==> src/rtl/ibmw_pkg.sv <==
// Shared types, codes and helpers for the indirect block map walker.
// No dependencies; every other file of the block refers to this package.
`timescale 1ns / 1ps

package ibmw_pkg;

    localparam int NUM_SLOTS     = 15;
    localparam int DIRECT_SLOTS  = 12;
    localparam int SLOT_W        = 4;
    localparam int WORD_W        = 32;
    localparam int REQ_WORD_W    = 10;
    localparam int OFFSET_W      = 30;
    localparam int LBS_W         = 2;
    localparam int SHIFT_W       = 4;
    localparam int BASE_PTR_LOG2 = 8;

    typedef enum logic [1:0] {
        CMD_WRITE  = 2'd0,
        CMD_LOOKUP = 2'd1,
        CMD_FETCH  = 2'd2
    } cmd_e;

    typedef enum logic [2:0] {
        KIND_WRITTEN = 3'd0,
        KIND_REQUEST = 3'd1,
        KIND_MAPPED  = 3'd2,
        KIND_HOLE    = 3'd3,
        KIND_RANGE   = 3'd4,
        KIND_ERROR   = 3'd5
    } kind_e;

    // lookup index, pre-classified ahead of the input register
    typedef struct packed {
        logic                direct;
        logic                out_of_range;
        logic [1:0]          levels;
        logic [SLOT_W-1:0]   dir_idx;
        logic [OFFSET_W-1:0] offset;
    } dec_t;

    typedef struct packed {
        logic [1:0]        command;
        logic [SLOT_W-1:0] slot;
        logic [WORD_W-1:0] slot_value;
        logic [WORD_W-1:0] fetched_pointer;
        dec_t              dec;
    } item_t;

    typedef struct packed {
        kind_e                 kind;
        logic [WORD_W-1:0]     request_block;
        logic [REQ_WORD_W-1:0] request_word;
        logic [WORD_W-1:0]     mapped_block;
    } res_t;

    typedef struct packed {
        logic              en;
        logic [SLOT_W-1:0] idx;
        logic [WORD_W-1:0] data;
    } slot_wr_t;

    typedef struct packed {
        logic       pending;
        logic [1:0] levels;
    } walk_status_t;

    // log2 of pointers per block; a size code of three acts as two
    function automatic logic [SHIFT_W-1:0] ptr_shift(input logic [LBS_W-1:0] lbs);
        logic [LBS_W-1:0] l;
        l = (lbs == 2'd3) ? 2'd2 : lbs;
        return SHIFT_W'(BASE_PTR_LOG2) + SHIFT_W'(l);
    endfunction

    // word index inside the pointer block for the given remaining level count
    function automatic logic [REQ_WORD_W-1:0] word_for(
        input logic [OFFSET_W-1:0] offset,
        input logic [1:0]          levels,
        input logic [SHIFT_W-1:0]  p
    );
        logic [4:0]            sh;
        logic [OFFSET_W-1:0]   shifted;
        logic [REQ_WORD_W:0]   mask;
        unique case (levels)
            2'd1:    sh = 5'd0;
            2'd2:    sh = 5'(p);
            2'd3:    sh = 5'(p) << 1;
            default: sh = (5'(p) << 1) + 5'(p);
        endcase
        shifted = offset >> sh;
        mask    = ((REQ_WORD_W + 1)'(1) << p) - (REQ_WORD_W + 1)'(1);
        return REQ_WORD_W'(shifted[REQ_WORD_W:0] & mask);
    endfunction

endpackage

==> src/rtl/ibmw_if.sv <==
// Valid/ready channel interfaces of the walker: input items, results, config.
// Depends on ibmw_pkg for field widths.
`timescale 1ns / 1ps

interface ibmw_item_if;
    logic                          valid;
    logic                          ready;
    logic [1:0]                    command;
    logic [ibmw_pkg::SLOT_W-1:0]   slot;
    logic [ibmw_pkg::WORD_W-1:0]   slot_value;
    logic [ibmw_pkg::WORD_W-1:0]   logical_block;
    logic [ibmw_pkg::WORD_W-1:0]   fetched_pointer;

    modport source (output valid, command, slot, slot_value, logical_block,
                    fetched_pointer, input ready);
    modport sink (input valid, command, slot, slot_value, logical_block,
                  fetched_pointer, output ready);
endinterface

interface ibmw_result_if;
    logic                              valid;
    logic                              ready;
    logic [2:0]                        kind;
    logic [ibmw_pkg::WORD_W-1:0]       request_block;
    logic [ibmw_pkg::REQ_WORD_W-1:0]   request_word;
    logic [ibmw_pkg::WORD_W-1:0]       mapped_block;

    modport source (output valid, kind, request_block, request_word, mapped_block,
                    input ready);
    modport sink (input valid, kind, request_block, request_word, mapped_block,
                  output ready);
endinterface

interface ibmw_cfg_if;
    logic                           valid;
    logic                           ready;
    logic [ibmw_pkg::LBS_W-1:0]     log_block_size;

    modport source (output valid, log_block_size, input ready);
    modport sink (input valid, log_block_size, output ready);
endinterface

==> src/rtl/indirect_block_map_walker.sv <==
// Indirect block map walker, ext2 style: direct, single, double and triple
// indirect pointer slots resolved one level per item, one item per clock while results drain.
// Depends on ibmw_pkg, ibmw_if, ibmw_decode, ibmw_slots and ibmw_walk.
`timescale 1ns / 1ps

// Each item (slot write, lookup, or returned pointer word) produces exactly one
// registered result: the logical index is classified into an input register,
// then the slot file read, zero check and word-index shift land in a result
// register. A new item is taken every clock while the result side keeps up; a
// full walk costs one lookup plus one returned word per indirect level, with the
// memory round trip outside this block. log_block_size may only be changed while
// no item is in flight.
module indirect_block_map_walker #(
    parameter int DIRECT_SLOTS = ibmw_pkg::DIRECT_SLOTS
) (
    input  logic          clk,
    input  logic          rst_n,
    ibmw_item_if.sink     item,
    ibmw_result_if.source result,
    ibmw_cfg_if.sink      cfg
);

    logic [ibmw_pkg::LBS_W-1:0]    lbs_reg;
    logic [ibmw_pkg::SHIFT_W-1:0]  p;

    logic                          s1_valid_reg;
    ibmw_pkg::item_t               s1_item_reg;
    ibmw_pkg::item_t               s1_item_next;
    ibmw_pkg::dec_t                dec;

    logic                          out_valid_reg;
    ibmw_pkg::res_t                out_res_reg;
    ibmw_pkg::res_t                res;

    logic                          advance;
    logic [ibmw_pkg::SLOT_W-1:0]   slot_idx;
    logic [ibmw_pkg::WORD_W-1:0]   slot_data;
    ibmw_pkg::slot_wr_t            slot_wr;
    ibmw_pkg::walk_status_t        status;

    // config
    assign cfg.ready = 1'b1;
    assign p         = ibmw_pkg::ptr_shift(lbs_reg);

    always_ff @(posedge clk or negedge rst_n)
    begin
        if (!rst_n) begin
            lbs_reg <= '0;
        end
        else if (cfg.valid) begin
            lbs_reg <= cfg.log_block_size;
        end
    end

    // handshake
    assign advance    = s1_valid_reg && (!out_valid_reg || result.ready);
    assign item.ready = !s1_valid_reg || advance;

    ibmw_decode #(
        .DIRECT_SLOTS (DIRECT_SLOTS)
    ) u_decode (
        .logical_block (item.logical_block),
        .p             (p),
        .dec           (dec)
    );

    always_comb
    begin
        s1_item_next.command         = item.command;
        s1_item_next.slot            = item.slot;
        s1_item_next.slot_value      = item.slot_value;
        s1_item_next.fetched_pointer = item.fetched_pointer;
        s1_item_next.dec             = dec;
    end

    always_ff @(posedge clk or negedge rst_n)
    begin
        if (!rst_n) begin
            s1_valid_reg <= 1'b0;
        end
        else if (item.ready) begin
            s1_valid_reg <= item.valid;
        end
    end

    always_ff @(posedge clk)
    begin
        if (item.valid && item.ready) begin
            s1_item_reg <= s1_item_next;
        end
    end

    ibmw_slots u_slots (
        .clk     (clk),
        .rst_n   (rst_n),
        .wr      (slot_wr),
        .rd_idx  (slot_idx),
        .rd_data (slot_data)
    );

    ibmw_walk #(
        .DIRECT_SLOTS (DIRECT_SLOTS)
    ) u_walk (
        .clk       (clk),
        .rst_n     (rst_n),
        .advance   (advance),
        .item      (s1_item_reg),
        .p         (p),
        .slot_data (slot_data),
        .slot_idx  (slot_idx),
        .slot_wr   (slot_wr),
        .res       (res),
        .status    (status)
    );

    // result register
    always_ff @(posedge clk or negedge rst_n)
    begin
        if (!rst_n) begin
            out_valid_reg <= 1'b0;
        end
        else if (advance) begin
            out_valid_reg <= 1'b1;
        end
        else if (result.ready) begin
            out_valid_reg <= 1'b0;
        end
    end

    always_ff @(posedge clk)
    begin
        if (advance) begin
            out_res_reg <= res;
        end
    end

    assign result.valid          = out_valid_reg;
    assign result.kind           = out_res_reg.kind;
    assign result.request_block  = out_res_reg.request_block;
    assign result.request_word   = out_res_reg.request_word;
    assign result.mapped_block   = out_res_reg.mapped_block;

    // a walk is pending exactly when levels remain
    a_pending_levels: assert property (@(posedge clk) disable iff (!rst_n)
        status.pending == (status.levels != 2'd0))
        else $error("walk pending flag and level count disagree");

    // a read request always leaves a walk pending
    a_request_pending: assert property (@(posedge clk) disable iff (!rst_n)
        (advance && (res.kind == ibmw_pkg::KIND_REQUEST)) |=> status.pending)
        else $error("read request issued without a pending walk");

    // a result only appears after an item sat in the input register
    a_result_source: assert property (@(posedge clk) disable iff (!rst_n)
        $rose(out_valid_reg) |-> $past(s1_valid_reg))
        else $error("result produced with no item in flight");

endmodule

==> src/rtl/ibmw_decode.sv <==
// Classifies a logical block index into direct, indirect level or out of range.
// Depends on ibmw_pkg; sits in front of the input register.
`timescale 1ns / 1ps

module ibmw_decode #(
    parameter int DIRECT_SLOTS = ibmw_pkg::DIRECT_SLOTS
) (
    input  logic [ibmw_pkg::WORD_W-1:0]  logical_block,
    input  logic [ibmw_pkg::SHIFT_W-1:0] p,
    output ibmw_pkg::dec_t               dec
);

    localparam int IDX_W = ibmw_pkg::WORD_W + 1;

    logic [IDX_W-1:0] lb;
    logic [IDX_W-1:0] rel;
    logic [IDX_W-1:0] n1;
    logic [IDX_W-1:0] n2;
    logic [IDX_W-1:0] n3;
    logic [IDX_W-1:0] bound2;
    logic [IDX_W-1:0] bound3;
    logic [IDX_W-1:0] off;
    logic [4:0]       sh2;
    logic [4:0]       sh3;

    always_comb
    begin
        lb     = {1'b0, logical_block};
        rel    = lb - IDX_W'(DIRECT_SLOTS);
        sh2    = 5'(p) << 1;
        sh3    = sh2 + 5'(p);
        n1     = IDX_W'(1) << p;
        n2     = IDX_W'(1) << sh2;
        n3     = IDX_W'(1) << sh3;
        bound2 = n1 + n2;
        bound3 = bound2 + n3;

        dec.direct       = (lb < IDX_W'(DIRECT_SLOTS));
        dec.out_of_range = 1'b0;
        dec.dir_idx      = logical_block[ibmw_pkg::SLOT_W-1:0];
        off              = '0;
        dec.levels       = 2'd0;
        if (!dec.direct) begin
            priority if (rel < n1) begin
                dec.levels = 2'd1;
                off        = rel;
            end
            else if (rel < bound2) begin
                dec.levels = 2'd2;
                off        = rel - n1;
            end
            else if (rel < bound3) begin
                dec.levels = 2'd3;
                off        = rel - bound2;
            end
            else begin
                dec.out_of_range = 1'b1;
            end
        end
        dec.offset = off[ibmw_pkg::OFFSET_W-1:0];
    end

endmodule

==> src/rtl/ibmw_slots.sv <==
// Inode pointer slot file: fifteen 32-bit registers, one write and one read port.
// Depends on ibmw_pkg.
`timescale 1ns / 1ps

module ibmw_slots (
    input  logic                          clk,
    input  logic                          rst_n,
    input  ibmw_pkg::slot_wr_t            wr,
    input  logic [ibmw_pkg::SLOT_W-1:0]   rd_idx,
    output logic [ibmw_pkg::WORD_W-1:0]   rd_data
);

    logic [ibmw_pkg::WORD_W-1:0] slot_reg [ibmw_pkg::NUM_SLOTS];

    always_ff @(posedge clk or negedge rst_n)
    begin
        if (!rst_n) begin
            for (int i = 0; i < ibmw_pkg::NUM_SLOTS; i++) begin
                slot_reg[i] <= '0;
            end
        end
        else if (wr.en && (wr.idx < ibmw_pkg::SLOT_W'(ibmw_pkg::NUM_SLOTS))) begin
            slot_reg[wr.idx] <= wr.data;
        end
    end

    always_comb
    begin
        if (rd_idx < ibmw_pkg::SLOT_W'(ibmw_pkg::NUM_SLOTS)) begin
            rd_data = slot_reg[rd_idx];
        end
        else begin
            rd_data = '0;
        end
    end

endmodule

==> src/rtl/ibmw_walk.sv <==
// Walk state and per-item result logic between the input and result registers.
// Depends on ibmw_pkg; reads and writes the slot file through ibmw_slots ports.
`timescale 1ns / 1ps

module ibmw_walk #(
    parameter int DIRECT_SLOTS = ibmw_pkg::DIRECT_SLOTS
) (
    input  logic                          clk,
    input  logic                          rst_n,
    input  logic                          advance,
    input  ibmw_pkg::item_t               item,
    input  logic [ibmw_pkg::SHIFT_W-1:0]  p,
    input  logic [ibmw_pkg::WORD_W-1:0]   slot_data,
    output logic [ibmw_pkg::SLOT_W-1:0]   slot_idx,
    output ibmw_pkg::slot_wr_t            slot_wr,
    output ibmw_pkg::res_t                res,
    output ibmw_pkg::walk_status_t        status
);

    localparam logic [ibmw_pkg::SLOT_W-1:0] TOP_BASE = ibmw_pkg::SLOT_W'(DIRECT_SLOTS - 1);

    logic                            pending_reg;
    logic                            pending_next;
    logic [1:0]                      levels_reg;
    logic [1:0]                      levels_next;
    logic [ibmw_pkg::OFFSET_W-1:0]   offset_reg;
    logic [ibmw_pkg::OFFSET_W-1:0]   offset_next;
    logic [1:0]                      fetch_levels;
    logic [ibmw_pkg::REQ_WORD_W-1:0] word_lookup;
    logic [ibmw_pkg::REQ_WORD_W-1:0] word_fetch;

    always_ff @(posedge clk or negedge rst_n)
    begin
        if (!rst_n) begin
            pending_reg <= 1'b0;
            levels_reg  <= 2'd0;
            offset_reg  <= '0;
        end
        else if (advance) begin
            pending_reg <= pending_next;
            levels_reg  <= levels_next;
            offset_reg  <= offset_next;
        end
    end

    assign fetch_levels = levels_reg - 2'd1;
    assign word_lookup  = ibmw_pkg::word_for(item.dec.offset, item.dec.levels, p);
    assign word_fetch   = ibmw_pkg::word_for(offset_reg, fetch_levels, p);
    assign slot_idx     = item.dec.direct ? item.dec.dir_idx
                                          : TOP_BASE + ibmw_pkg::SLOT_W'(item.dec.levels);
    assign status       = '{pending: pending_reg, levels: levels_reg};

    always_comb
    begin
        res.kind           = ibmw_pkg::KIND_ERROR;
        res.request_block  = '0;
        res.request_word   = '0;
        res.mapped_block   = '0;
        slot_wr.en         = 1'b0;
        slot_wr.idx        = item.slot;
        slot_wr.data       = item.slot_value;
        pending_next       = pending_reg;
        levels_next        = levels_reg;
        offset_next        = offset_reg;

        unique case (item.command)
            ibmw_pkg::CMD_WRITE:
            begin
                if (item.slot < ibmw_pkg::SLOT_W'(ibmw_pkg::NUM_SLOTS)) begin
                    slot_wr.en = advance;
                    res.kind   = ibmw_pkg::KIND_WRITTEN;
                end
            end
            ibmw_pkg::CMD_LOOKUP:
            begin
                priority if (pending_reg) begin
                    res.kind = ibmw_pkg::KIND_ERROR;
                end
                else if (item.dec.out_of_range) begin
                    res.kind = ibmw_pkg::KIND_RANGE;
                end
                else if (slot_data == '0) begin
                    res.kind = ibmw_pkg::KIND_HOLE;
                end
                else if (item.dec.direct) begin
                    res.kind         = ibmw_pkg::KIND_MAPPED;
                    res.mapped_block = slot_data;
                end
                else begin
                    res.kind          = ibmw_pkg::KIND_REQUEST;
                    res.request_block = slot_data;
                    res.request_word  = word_lookup;
                    pending_next      = 1'b1;
                    levels_next       = item.dec.levels;
                    offset_next       = item.dec.offset;
                end
            end
            ibmw_pkg::CMD_FETCH:
            begin
                priority if (!pending_reg) begin
                    res.kind = ibmw_pkg::KIND_ERROR;
                end
                else if (item.fetched_pointer == '0) begin
                    res.kind     = ibmw_pkg::KIND_HOLE;
                    pending_next = 1'b0;
                    levels_next  = 2'd0;
                end
                else if (fetch_levels == 2'd0) begin
                    res.kind         = ibmw_pkg::KIND_MAPPED;
                    res.mapped_block = item.fetched_pointer;
                    pending_next     = 1'b0;
                    levels_next      = 2'd0;
                end
                else begin
                    res.kind          = ibmw_pkg::KIND_REQUEST;
                    res.request_block = item.fetched_pointer;
                    res.request_word  = word_fetch;
                    levels_next       = fetch_levels;
                end
            end
            default:
            begin
                res.kind = ibmw_pkg::KIND_ERROR;
            end
        endcase
    end

endmodule

==> src/flat_wrapper.sv <==
// flat-port wrapper written by rule: the top's interface ports become plain ports
module indirect_block_map_walker_flat 
#(
    parameter int DIRECT_SLOTS = ibmw_pkg::DIRECT_SLOTS
)
  (clk, rst_n, item_valid, item_command, item_slot, item_slot_value, item_logical_block, item_fetched_pointer, item_ready, result_valid, result_kind, result_request_block, result_request_word, result_mapped_block, result_ready, cfg_valid, cfg_log_block_size, cfg_ready);
  ibmw_item_if item_i ();
  ibmw_result_if result_i ();
  ibmw_cfg_if cfg_i ();
  input  logic clk;
  input  logic rst_n;
  input wire logic [$bits(item_i.valid)-1:0] item_valid;
  input wire logic [$bits(item_i.command)-1:0] item_command;
  input wire logic [$bits(item_i.slot)-1:0] item_slot;
  input wire logic [$bits(item_i.slot_value)-1:0] item_slot_value;
  input wire logic [$bits(item_i.logical_block)-1:0] item_logical_block;
  input wire logic [$bits(item_i.fetched_pointer)-1:0] item_fetched_pointer;
  output wire logic [$bits(item_i.ready)-1:0] item_ready;
  output wire logic [$bits(result_i.valid)-1:0] result_valid;
  output wire logic [$bits(result_i.kind)-1:0] result_kind;
  output wire logic [$bits(result_i.request_block)-1:0] result_request_block;
  output wire logic [$bits(result_i.request_word)-1:0] result_request_word;
  output wire logic [$bits(result_i.mapped_block)-1:0] result_mapped_block;
  input wire logic [$bits(result_i.ready)-1:0] result_ready;
  input wire logic [$bits(cfg_i.valid)-1:0] cfg_valid;
  input wire logic [$bits(cfg_i.log_block_size)-1:0] cfg_log_block_size;
  output wire logic [$bits(cfg_i.ready)-1:0] cfg_ready;
  assign item_i.valid = item_valid;
  assign item_i.command = item_command;
  assign item_i.slot = item_slot;
  assign item_i.slot_value = item_slot_value;
  assign item_i.logical_block = item_logical_block;
  assign item_i.fetched_pointer = item_fetched_pointer;
  assign item_ready = item_i.ready;
  assign result_valid = result_i.valid;
  assign result_kind = result_i.kind;
  assign result_request_block = result_i.request_block;
  assign result_request_word = result_i.request_word;
  assign result_mapped_block = result_i.mapped_block;
  assign result_i.ready = result_ready;
  assign cfg_i.valid = cfg_valid;
  assign cfg_i.log_block_size = cfg_log_block_size;
  assign cfg_ready = cfg_i.ready;
  indirect_block_map_walker #(.DIRECT_SLOTS(DIRECT_SLOTS)) u_core (.clk(clk), .rst_n(rst_n), .item(item_i), .result(result_i), .cfg(cfg_i));
endmodule
==> config.mk <==
export PLATFORM = sky130hd
export DESIGN_NAME = indirect_block_map_walker_flat
export DESIGN_NICKNAME = d
export VERILOG_FILES = /design/src/rtl/ibmw_pkg.sv /design/src/rtl/ibmw_if.sv /design/src/rtl/indirect_block_map_walker.sv /design/src/rtl/ibmw_decode.sv /design/src/rtl/ibmw_slots.sv /design/src/rtl/ibmw_walk.sv /design/src/flat_wrapper.sv
export SDC_FILE = /design/constraint.sdc
export NUM_CORES = 1
export LEC_CHECK = 0
export ABC_AREA = 1
export BUFFER_PORTS_ARGS = -buffer_cell sky130_fd_sc_hd__buf_2
export CAP_MARGIN = 5
export CORE_UTILIZATION = 45
export CTS_CLUSTER_DIAMETER = 50
export DETAILED_ROUTE_END_ITERATION = 12
export SYNTH_ARGS = -nofsm -noshare
export SYNTH_HDL_FRONTEND = slang
export SYNTH_SLANG_ARGS = --single-unit
==> constraint.sdc <==
create_clock -name clk -period 9.52 [get_ports clk]
set_input_delay 1.904 -clock clk [delete_from_list [all_inputs] [get_ports clk]]
set_output_delay 1.904 -clock clk [all_outputs]
set_load 0.02 [all_outputs]
Word-level counts from Yosys, hierarchy flattened
Cells that the tools add are included.
{"block": "totals", "regBits": 702, "latchBits": 0, "ramBits": 0, "romBits": 0, "input_bits": 109, "memories": 0}
{"block": "op_classes", "addsub": 10, "multipliers": 0, "div": 0, "n_lt_le_gt_ge": 9, "eq_ne": 14, "shifts": 6, "n_mux": 57, "n_bitwise": 8, "reduce_logical": 19}
{"operator": "$bwmux 480", "count": 1}
{"operator": "$mux 74", "count": 5}
{"operator": "$mux 32", "count": 6}
{"operator": "$pmux 74 s2", "count": 1}
{"operator": "$bmux 32 s4", "count": 1}
{"operator": "$demux 32 s4", "count": 1}
{"operator": "$lt 33x33->1", "count": 3}
{"operator": "$mux 30", "count": 3}
{"operator": "$mux 42", "count": 2}
{"operator": "$add 33x33->33", "count": 2}
{"operator": "$shl 1x5->33 const A", "count": 2}
{"operator": "$logic_not 32->1", "count": 2}
{"operator": "$shr 30x5->10", "count": 2}
{"operator": "$sub 30x30->30", "count": 2}
{"operator": "$shl 1x4->33 const A", "count": 1}
{"operator": "$sub 32x4->33 const B", "count": 1}
{"operator": "$lt 32x4->1 const B", "count": 1}
{"operator": "$pmux 5 s3", "count": 2}
{"operator": "$mux 2", "count": 14}
{"operator": "$and 10x10->10", "count": 2}
{"operator": "$mux 1", "count": 13}
{"operator": "$eq 2x2->1 const B", "count": 6}
{"operator": "$mux 3", "count": 4}
{"operator": "$ge 5x5->1 const B", "count": 2}
{"operator": "25 further kinds", "count": 44}

Logic depth before layout (Yosys ltp)
{"block": "depth", "depth_word": 12, "depth_mapped": 23, "depth_no_buf": 22}

Modules after synthesis
Synthesis repeated with hierarchy kept, for this count alone.
{"block": "hier_totals", "hier_cells": 6099, "hier_area_um2": 43533.0}
{"module": "ibmw_slots", "instances": 1, "cells_each": 3117, "area_each_um2": 23059.6, "seq_area_each_um2": 12011.5}
{"module": "ibmw_decode", "instances": 1, "cells_each": 1479, "area_each_um2": 7975.1, "seq_area_each_um2": 0.0}
{"module": "ibmw_walk", "instances": 1, "cells_each": 1293, "area_each_um2": 6750.2, "seq_area_each_um2": 825.8}
{"module": "indirect_block_map_walker", "instances": 1, "cells_each": 210, "area_each_um2": 5748.0, "seq_area_each_um2": 5655.4}

Least setup slack after synthesis
Ideal clock, no wire load.
{"block": "synth_path", "path_type": "in2reg", "start": "input result_ready", "end": "register u_core.u_slots.slot_reg[100] (netlist name)", "arrival_time_ns": 4.915, "required_time_ns": 9.387, "setup_slack_ns": 4.472, "stages": 11, "path_buffers": 2, "cell_sequence": "inv_1 > nand2_1 > nand2_1 > inv_1 > nand2_1 > nor2_1 > clkbuf_1 > nand2_1 > clkbuf_1 > nand2_1 > o21ai_0"}
{"block": "synth_via", "elab_chain_len": 5}
{"element": "from (decl)", "line": "flat_wrapper.sv:24", "text": "input wire logic [$bits(result_i.ready)-1:0] result_ready;"}
{"element": "$logic_or 1x1->1", "line": "indirect_block_map_walker.sv:56", "text": "assign advance = s1_valid_reg && (!out_valid_reg || result.ready);"}
{"element": "$logic_and 1x1->1", "line": "indirect_block_map_walker.sv:56"}
{"element": "named net u_core.advance", "line": "indirect_block_map_walker.sv:35", "text": "logic advance;"}
{"element": "$mux 1", "line": "ibmw_walk.sv:69", "text": "if (item.slot < ibmw_pkg::SLOT_W'(ibmw_pkg::NUM_SLOTS)) begin"}
{"element": "$mux 1", "line": "ibmw_walk.sv:66", "text": "unique case (item.command)"}
{"element": "$logic_and 1x1->1", "line": "ibmw_slots.sv:22", "text": "else if (wr.en && (wr.idx < ibmw_pkg::SLOT_W'(ibmw_pkg::NUM_SLOTS))) begin"}
{"element": "to (signal, indexed assignment)", "line": "ibmw_slots.sv:23", "text": "slot_reg[wr.idx] <= wr.data;"}
{"element": "to (decl)", "line": "ibmw_slots.sv:13", "text": "logic [ibmw_pkg::WORD_W-1:0] slot_reg [ibmw_pkg::NUM_SLOTS];"}
The timed path passes the listed nets, and every way through them passes these cells.
A chain may end at the register's enable or synchronous reset.

Final worst setup path
{"block": "layout_path", "start": "register u_core.s1_item_reg[37] (netlist name)", "end": "register u_core.u_walk.offset_reg[2] (netlist name)"}
{"block": "layout_via", "elab_chain_len": 9, "elab_cells_between_ends": 11, "cone_classes": "order compare (1); mux (5); bitwise (3); reduce/logical (2)"}
{"element": "from (decl)", "line": "indirect_block_map_walker.sv:27", "text": "ibmw_pkg::item_t s1_item_reg;"}
{"element": "from (signal assigned)", "line": "indirect_block_map_walker.sv:89", "text": "s1_item_reg <= s1_item_next;"}
{"element": "$mux 4", "line": "ibmw_walk.sv:49", "text": "assign slot_idx = item.dec.direct ? item.dec.dir_idx"}
{"element": "$not 4->5 (implied by the code)", "line": "ibmw_slots.sv:30", "text": "rd_data = slot_reg[rd_idx];"}
{"element": "$bmux 32 s4", "line": "ibmw_slots.sv:30"}
{"element": "$mux 32 (implied by the code) (2 in series)", "line": "ibmw_slots.sv:30"}
{"element": "$mux 32", "line": "ibmw_slots.sv:29", "text": "if (rd_idx < ibmw_pkg::SLOT_W'(ibmw_pkg::NUM_SLOTS)) begin"}
{"element": "$logic_not 32->1", "line": "ibmw_walk.sv:82", "text": "else if (slot_data == '0) begin"}
{"element": "$not 1->1 (no line)"}
{"element": "$reduce_and 6->1 (no line) *"}
{"element": "to (signal assigned)", "line": "ibmw_walk.sv:42", "text": "offset_reg <= offset_next;"}
{"element": "to (decl)", "line": "ibmw_walk.sv:26", "text": "logic [ibmw_pkg::OFFSET_W-1:0] offset_reg;"}
Mark *: on every way between the ends. The rest lies on a longest branch, timed or not. The select of a mux whose other input is x is not followed.

==> flow_summary_export.csv <==
group,metric,value,unit
outcome,status,"finished, final reports clean",
timing,post-route-min-period,5.68,ns
floorplanning,core-area,77800,µm²
timing,finClkSkew,0.0333,ns
finish,largest_reg_flops,480,
drt,wl,114000,µm
drt,wl_per_cell,20.0,µm
clock_tree,cts_sinks,702,
drt,routed-via-count,31007,
place,pre_cts_slack,3.79,ns
clock_tree,htreeDepth,3,
floorplanning,start_util,45.7,%
worst_setup_path,critPathKind,"reg -> reg",
clock_tree,postCtsSetupBuffers,0,
grt,gr-total-overflow,0,
clock_tree,cts_resized,0,
timing,setup_violations,0,
drt,drc,0,
grt,antenna_found_initial,4,
clock_tree,cts_buffer_depth,3,
finish,final_area,40400,µm²
worst_setup_path,cp.arrival,6.24,ns
timing,worst_slew_pin_slew,1.35,ns
clock_tree,cts_tree,"built",
timing,max_freq,176,MHz
finish,area_growth,13.5,%
worst_setup_path,end_kind,"flop",
worst_setup_path,cp_max_fo,138,
clock_tree,root_buffer,"clkbuf_16",
drt,via_per_inst,5.44,
power_and_ir_drop,power,9.68,mW
drt,antenna_left,0,
floorplanning,die_area,80200,µm²
clock_tree,cts_buffers,95,
synth,ys_seq_elements,702,
floorplanning,io_pins,189,
grt,grt_max_degree,202,
floorplanning,die_h,283,µm
synth,synth.distinct_cells,50,
synth,synth.avg_cell_area,7.84,µm²
clock_tree,clk_pin_slew,0.05,ns
timing,rsz0062_at_grt,"false",
power_and_ir_drop,powerDensity,240,nW/µm²
finish,fin_cells,5695,
grt,grt_pass1_wl,176000,µm
timing,fin_hold_ws,0.481,ns
timing,final.period_utilization,59.7,%
timing,relSlewSlack,10.1,%
timing,finalMaxSlewViolations,0,
finish,utilization,51.9,%
drt,first_iter_violations,3241,
finish,drive_gt1_share,9.57,%
worst_setup_path,cp_data_required_time,10.08,ns
drt,wl_met2,51800,µm
timing,finalHoldViolCount,0,
floorplanning,rows,102,
timing,layout_setup_ws,3.84,ns
grt,track_usage,28.2,%
synth,synth_warnings,0,
clock_tree,clkLatencyLatePin,0.66,ns
floorplanning,die_x,283,µm
power_and_ir_drop,leakagePower,18.1,nW
place,placed_cells,5516,
place,gp_congestion,0.909,
clock_tree,postCtsHoldBufs,0,
place,hpwl,67000,µm
job,cap_violations,0,
timing,tns,0,ns
synth,netlist_area,35600,µm²
place,portBuffers,187,
synth,synthCells,4538,
drt,top_layer,"met4",
grt,grt_pass1_vias,29154,
drt,first_pass_iters,5,
synth,seq_area_frac_synth,52.0,%
place,placed_area,37000,µm²
finish,nNetsFinal,4710,
min_path,hold_class,"reg -> reg",
drt,dr_wl_met3,7190,µm
worst_setup_path,cp-start-kind,"flop",
drt,met1Wirelength,51000,µm
power_and_ir_drop,peakVddDrop,0.130,mV
[cell usage after synthesis, drive strengths merged]
library cell	count	share of area, %
o21bai	3	0.063
o31ai	2	0.042
o221ai	3	0.074
nor3	21	0.30
clkinv	2	0.021
o22ai	1	0.018
a211oi	4	0.084
nand2	1605	17
o21ai	656	9.2
nand4	25	0.44
a22oi	1	0.021
dfrtp	517	36
a32o	2	0.056
mux2i	1	0.028
conb	1	0.011
nand3	459	6.5
o211ai	19	0.40
and3	1	0.018
inv	244	2.6
a31oi	3	0.053
or2	6	0.11
clkbuf	195	2.1
o2111ai	1	0.025
and2	1	0.018
a21boi	4	0.084
ha	28	0.98
o21a	12	0.25
a21oi	116	1.6
o311ai	1	0.025
buf	103	1.6
edfxtp	185	16
nand3b	24	0.51
nor4	9	0.16
xnor2	5	0.12
nor2	249	2.7
xor2	29	0.71
[critical path: stages, from the launching register on]
cell,delay (ns)
edfxtp_1,0.80
inv_6,0.16
nand2_2,0.11
buf_4,0.67
nand2_8,0.61
buf_12,0.50
nand2_1,0.14
nand3_1,0.09
nand2_1,0.08
nor2_1,0.06
nand2_1,0.06
nand2_1,0.18
nand2_1,0.12
nor2_1,0.05
nand2_1,0.06
nor2_1,0.09
nand2_2,0.13
nand3_4,0.30
nor2_4,0.97
nand2_1,0.15
o21ai_1,0.12
[logic make-up after synthesis]
family / Yosys count / share of synthesized area, %
mux: 1 / 0.0281
fa+ha+maj: 28 / 0.985
buf+inv: 544 / 6.31
xor+xnor: 34 / 0.837
other cells: 1 / 0.0105
simple gates: 2400 / 27.8
flops: 702 / 52.0
compound gates: 828 / 12.1
[report_power, final]
group / internal, mW / switching (mW)
combinational: 0.645 / 1.43
clock: 2.31 / 1.43
sequential: 3.60 / 0.268
total: 6.56 / 3.12
[area by class of cell]
| type | count | area (µm²) |
|---|---|---|
| diodes | 4 | 10.0 |
| clock buffers | 126 | 2690 |
| clock inverters | 49 | 663 |
| fillers | 7652 | 37500 |
| inverters | 246 | 931 |
| multi-input cells | 3296 | 15000 |
| flip-flops and latches | 702 | 18500 |
| well taps | 1040 | 1300 |
| repair buffers | 232 | 1350 |
[metal layers]
| layer | track usage (%) | vias to the layer above |
|---|---|---|
| met5 | 0 | - |
| met4 | 9.35 | 0 |
| met3 | 4.09 | 197 |
| met2 | 44.1 | 1018 |
| met1 | 40.2 | 14826 |
| li1 | - | 14966 |
[final timing paths]
| path | startpoint | endpoint | slack, ns | depth (start not counted) |
|---|---|---|---|---|
| min | u_core.u_slots.slot_reg[322] | u_core.u_slots.slot_reg[322] | 0.48 | 2 |
| max reg2reg | u_core.s1_item_reg[37] | u_core.u_walk.offset_reg[2] | 3.84 | 20 |
| max | u_core.s1_item_reg[37] | u_core.u_walk.offset_reg[2] | 3.84 | 20 |
| min reg2reg | u_core.u_slots.slot_reg[322] | u_core.u_slots.slot_reg[322] | 0.48 | 2 |
| min in group asynchronous | rst_n | u_core.u_slots.slot_reg[141] | 1.28 | 1 |
| max in group asynchronous | rst_n | u_core.u_walk.offset_reg[25] | 6.72 | 2 |
[cell usage in the layout, fill, tap and decap left out, types with 5 or more instances in the layout]
cell        synthesis  layout
o21ai_1            25      23
or2_2               6       6
o21ai_0           629     629
buf_4              23      40
nand4_1            25      25
clkinv_4            0       6
ha_1               28      28
inv_6               1      10
nand3_1           455     455
bufinv_16           0      11
clkbuf_16           0      99
clkinvlp_4          0       7
buf_12              0       5
clkbuf_1          195      16
inv_1             237     235
o21a_1             12      12
clkinv_2            0      10
xor2_1             29      29
xnor2_1             5       5
nor2_1            244     242
clkbuf_8            0      11
o211ai_1           19      19
inv_2               6       7
dfrtp_1           517     517
nand3b_1           24      24
nor3_1             21      21
nand2_1          1597    1583
conb_1              1       5
a21oi_1           115     114
nand2_2             7      19
nor4_1              9       9
edfxtp_1          185     185
buf_2              72     186
(Power assumes the default switching activity.)
